`src/rtl/fir16s_pkg.sv`:
```
// Shared constants, command codes and word types for the saturating FIR filter.
package fir16s_pkg;

    localparam int TAPS      = 16;
    localparam int SMP_W     = 16;
    localparam int COEF_W    = 16;
    localparam int TAP_IDX_W = 4;
    localparam int PROD_W    = SMP_W + COEF_W;
    localparam int OUT_W     = 32;
    localparam int ACC_W     = PROD_W + $clog2(TAPS);
    localparam int DONE_CNT  = TAPS + 1;
    localparam int CNT_W     = $clog2(DONE_CNT + 1);

    localparam logic [1:0] CMD_SAMPLE = 2'd0;
    localparam logic [1:0] CMD_COEFF  = 2'd1;
    localparam logic [1:0] CMD_CLEAR  = 2'd2;

    typedef struct packed {
        logic [1:0]                  command;
        logic signed [SMP_W-1:0]     sample;
        logic [TAP_IDX_W-1:0]        tap_index;
        logic signed [COEF_W-1:0]    tap_value;
    } cmd_t;

    typedef struct packed {
        logic signed [OUT_W-1:0]     filtered;
        logic                        clipped;
    } res_t;

    // Broadcast to every cell of the tap chain
    typedef struct packed {
        logic                        shift;
        logic                        clear;
        logic signed [COEF_W-1:0]    coef_value;
    } cell_ctrl_t;

endpackage

```
`src/rtl/fir16s_cell.sv`:
```
// One tap cell: holds a history sample and a coefficient, adds its product to the passing sum.
module fir16s_cell
    import fir16s_pkg::*;
(
    input  logic                     clk,
    input  logic                     rst_n,
    input  cell_ctrl_t               ctrl,
    input  logic                     coef_we,
    input  logic signed [SMP_W-1:0]  sample_in,
    output logic signed [SMP_W-1:0]  sample_out,
    input  logic signed [ACC_W-1:0]  psum_in,
    output logic signed [ACC_W-1:0]  psum_out
);

    logic signed [SMP_W-1:0]  hist_reg;
    logic signed [SMP_W-1:0]  hist_next;
    logic signed [COEF_W-1:0] coef_reg;
    logic signed [COEF_W-1:0] coef_next;
    logic signed [PROD_W-1:0] prod_reg;
    logic signed [PROD_W-1:0] prod_next;
    logic signed [ACC_W-1:0]  psum_reg;
    logic signed [ACC_W-1:0]  psum_next;

    always_comb
    begin
        hist_next = hist_reg;
        if (ctrl.clear)
        begin
            hist_next = '0;
        end
        else if (ctrl.shift)
        begin
            hist_next = sample_in;
        end
    end

    assign coef_next = coef_we ? ctrl.coef_value : coef_reg;
    // Widen both operands so the product keeps its full width
    assign prod_next = PROD_W'(coef_reg) * PROD_W'(hist_reg);
    assign psum_next = psum_in + ACC_W'(prod_reg);

    always_ff @(posedge clk or negedge rst_n)
    begin
        if (!rst_n)
        begin
            hist_reg <= '0;
            coef_reg <= '0;
        end
        else
        begin
            hist_reg <= hist_next;
            coef_reg <= coef_next;
        end
    end

    // Product and partial sum run freely every cycle
    always_ff @(posedge clk)
    begin
        prod_reg <= prod_next;
        psum_reg <= psum_next;
    end

    assign sample_out = hist_reg;
    assign psum_out   = psum_reg;

endmodule

```
`config.mk`:
```
export PLATFORM = sky130hd
export DESIGN_NAME = fir16s_cell
export DESIGN_NICKNAME = d
export VERILOG_FILES = /design/src/rtl/fir16s_pkg.sv /design/src/rtl/fir16s_cell.sv
export SDC_FILE = /design/constraint.sdc
export NUM_CORES = 1
export LEC_CHECK = 0
export BUFFER_PORTS_ARGS = -buffer_cell sky130_fd_sc_hd__buf_4
export CORE_UTILIZATION = 61
export CTS_BUF_LIST = sky130_fd_sc_hd__clkbuf_8 sky130_fd_sc_hd__clkbuf_16
export CTS_CLUSTER_DIAMETER = 120
export DETAILED_ROUTE_END_ITERATION = 7
export GPL_ROUTABILITY_DRIVEN = 0
export PLACE_DENSITY_LB_ADDON = 0.08
export RECOVER_POWER = 25
export SYNTH_ARGS = -nofsm -noshare
export SYNTH_HDL_FRONTEND = slang
export SYNTH_SLANG_ARGS = --single-unit
```
`constraint.sdc`:
```
create_clock -name clk -period 7.9 [get_ports clk]
set_input_delay 0.79 -clock clk [delete_from_list [all_inputs] [get_ports clk]]
set_output_delay 0.79 -clock clk [all_outputs]
set_load 0.03 [all_outputs]
```
==> flow_metrics.py <==
metrics = {
    "worst_setup_path": {
        "critPathKind": "reg2reg",
        "cpPeakStageDelay_ns": 0.84,
        "path_max_fanout": 18,
        "critPathArrivalTime_ns": 6.69,
        "required_ns": 8.19,
        "worst_path_most_repeated_cell": "fa_1",
        "worst_path_max_delay_cell": "fa_1",
        "crit_chain": "nand2_1 -> inv_1 -> fa_1 -> fa_1 -> fa_1 -> fa_1 -> fa_1 -> inv_1 -> fa_1 -> inv_1 -> ha_1 -> a21o_1 -> a21o_1 -> a21o_1 -> a21o_1 -> a21oi_1 -> o21ai_1 -> o31ai_1 -> xnor2_1",
        "crit_path_end_kind": "flip-flop",
        "worstSetupStartpointType": "flip-flop",
    },
    "floorplan": {
        "die_x_um": 154,
        "die-area_mm2": 0.0238,
        "rows": 55,
        "io_pins": 125,
        "core_area_mm2": 0.0227,
        "die_h_um": 154,
        "initial_core_util": 0.623,
    },
    "sta": {
        "whs_ns": 0.460,
        "final.period_utilization": 0.811,
        "max_slew_margin": -0.120,
        "hold_violations": 0,
        "clock.fmax_mhz": 156,
        "final.setup.tns_ns": 0,
        "setup_viol_count_final": 0,
        "tightest_slew_ns": 1.68,
        "fin_crit_ns": 6.40,
        "skew_ns": 0.0187,
        "fin_ws_ns": 1.50,
        "slew_violations": 33,
        "rsz0062_at_grt": "false",
    },
    "detailed_routing": {
        "drc": 0,
        "routedWlPerCell_um": 15.9,
        "vias": 9768,
        "drt_iter0_markers": 500,
        "drt_wl_total_um": 29600,
        "wl_met2_um": 13400,
        "post_drt_via_cell_ratio": 5.25,
        "routed-wl-met3_um": 2070,
        "highest_layer": "met4",
        "drtPass1Iterations": 5,
        "m1WireLength_um": 13700,
        "ant_nets": 0,
    },
    "clock_network": {
        "cts_setup_buffers": 0,
        "cts_buffers": 9,
        "clock_sinks": 100,
        "clk_pin_slew_ns": 0.08,
        "cts.path.max_buffers": 2,
        "cts_tree": "done",
        "ctsHoldBuffers": 0,
        "cts_resized": 0,
        "htree_levels": 3,
        "clock_latency_ns": 0.37,
        "clockRootBuffer": "clkbuf_16",
    },
    "min_path": {
        "hold_path.class": "reg2reg",
    },
    "synth": {
        "ys_seq_area_frac": 0.153,
        "netlist_area_mm2": 0.0141,
        "ys_seq_elements": 100,
        "synth_edf_count": 0,
        "async_flop_share": 0.320,
        "synth_ff_type": "dfxtp_1",
        "synth.distinct_cells": 56,
        "ys_warn_count": 0,
        "syn_avg_cell_area_um2": 9.58,
        "syn_inst": 1476,
        "syn-num-nets": 1929,
    },
    "global_routing": {
        "antenna_found_initial": 1,
        "grt_max_degree": 33,
        "grt_pass1_wl_um": 49900,
        "grt_pass1_vias": 10371,
        "grt-ovfl-total": 0,
        "grt_use_total": 0.266,
    },
    "place": {
        "hpwl_um": 24500,
        "dp_slack_ns": 1.54,
        "port_buffers": 124,
        "dp.cells": 1843,
    },
    "finish": {
        "drive_gt1_frac": 0.109,
        "final_nets": 2022,
        "area_delta_synth_final_pct": 9.98,
        "largest_register_ffs": 36,
        "antenna_cells": 0,
        "fin_cells": 1859,
    },
    "power_and_ir_drop": {
        "powerDensity_mw_per_mm2": 317,
        "p_leak_nw": 7.95,
        "p_total_w": 0.00494,
        "ir_worst_vdd_v": 0.000214,
    },
    "outcome": {
        "status": "complete, but fails checks",
        "violations": "max-capacitance violations, max-slew violations",
    },
    "run": {
        "cap_violations": 1,
    },
}
-- path summary, 6_finish.rpt --
path / start / to / slack, ns / depth (start not counted)
setup / recovery: sample_out[1] / prod_reg[30] / 1.50 / 19
hold / removal: prod_reg[0] / psum_out[0] / 0.46 / 1
setup reg to reg: sample_out[1] / prod_reg[30] / 1.50 / 19
hold reg to reg: prod_reg[0] / psum_out[0] / 0.46 / 1
max in group asynchronous: rst_n / coef_reg[8] / 6.07 / 1
min in group asynchronous: rst_n / coef_reg[13] / 0.84 / 1
-- layer usage --
layer	GRT usage	up-vias
li1	-	4680
met1	0.370	4761
met2	0.436	297
met3	0.0530	30
met4	0.0570	0
met5	0	-
-- per-stage QoR --
stage	utilization	cell area, um2
floorplan	-	14100
global placement	0.673	15300
detailed placement	0.673	15300
CTS	0.686	15600
global route	0.685	15600
finish	0.685	15600
-- layout by cell type (no fill, tap or decap), types with 26 or more instances in the layout --
master,synthesis,final
fa_1,263,263
a21oi_1,56,56
nor2_1,47,47
buf_4,0,120
xnor2_1,59,59
nand2_1,139,139
a21o_1,26,26
ha_1,117,117
dfrtp_1,32,32
inv_1,323,323
dfxtp_1,68,68
and2_1,124,124
-- power by group --
part | switching, W | internal [W] | leakage [nW]
logic | 0.00204 | 0.00159 | 6.83
registers | 0.000118 | 0.000731 | 0.972
clock network | 0.000229 | 0.000223 | 0.146
total | 0.00239 | 0.00255 | 7.95
-- final cells by class --
| type | instances | area (um2) |
|---|---|---|
| Multi-Input combinational cell | 1011 | 10600 |
| Fill cell | 1847 | 7150 |
| Sequential cell | 100 | 2160 |
| Inverter | 323 | 1210 |
| Timing Repair Buffer | 124 | 920 |
| Tap cell | 285 | 357 |
| Clock buffer | 9 | 225 |
| Clock inverter | 7 | 67.6 |
-- worst max-delay path, delay by kind of cell (launching register included) --
family	cells	cell delay, ns
AO/OA/AOI/OAI	7	1.22
XOR/XNOR	1	0.16
adder cells (fa/ha/maj)	7	3.75
buffers and inverters	3	0.26
flip-flops	1	0.74
AND/OR/NAND/NOR	1	0.19
-- cell usage after synthesis, types with 13 or more instances --
cell type	instances	area [um2]
nor2_1	47	176
a21oi_1	56	280
inv_1	323	1210
nand2b_1	13	81.3
o21ai_0	14	70.1
nand2_1	139	522
clkbuf_1	40	150
and2_1	124	776
mux2i_1	16	160
xnor2_1	59	517
dfrtp_1	32	801
a21o_1	26	195
mux2_2	16	180
fa_1	263	5270
dfxtp_1	68	1360
ha_1	117	1460
-- cell families (layout without fill, tap and decap cells) --
group                      count (synthesis)  count (layout)  synth area share
adders and majority gates                380             380             0.476
and+or+nand+nor                          365             365             0.128
muxes                                     32              32            0.0241
buffers and inverters                    365             463            0.0969
AOI/OAI and AO/OA                        164             164            0.0792
DFF                                      100             100             0.153
xor gates and xnor gates                  70              70            0.0433
Power figures use the tool's default switching activity.
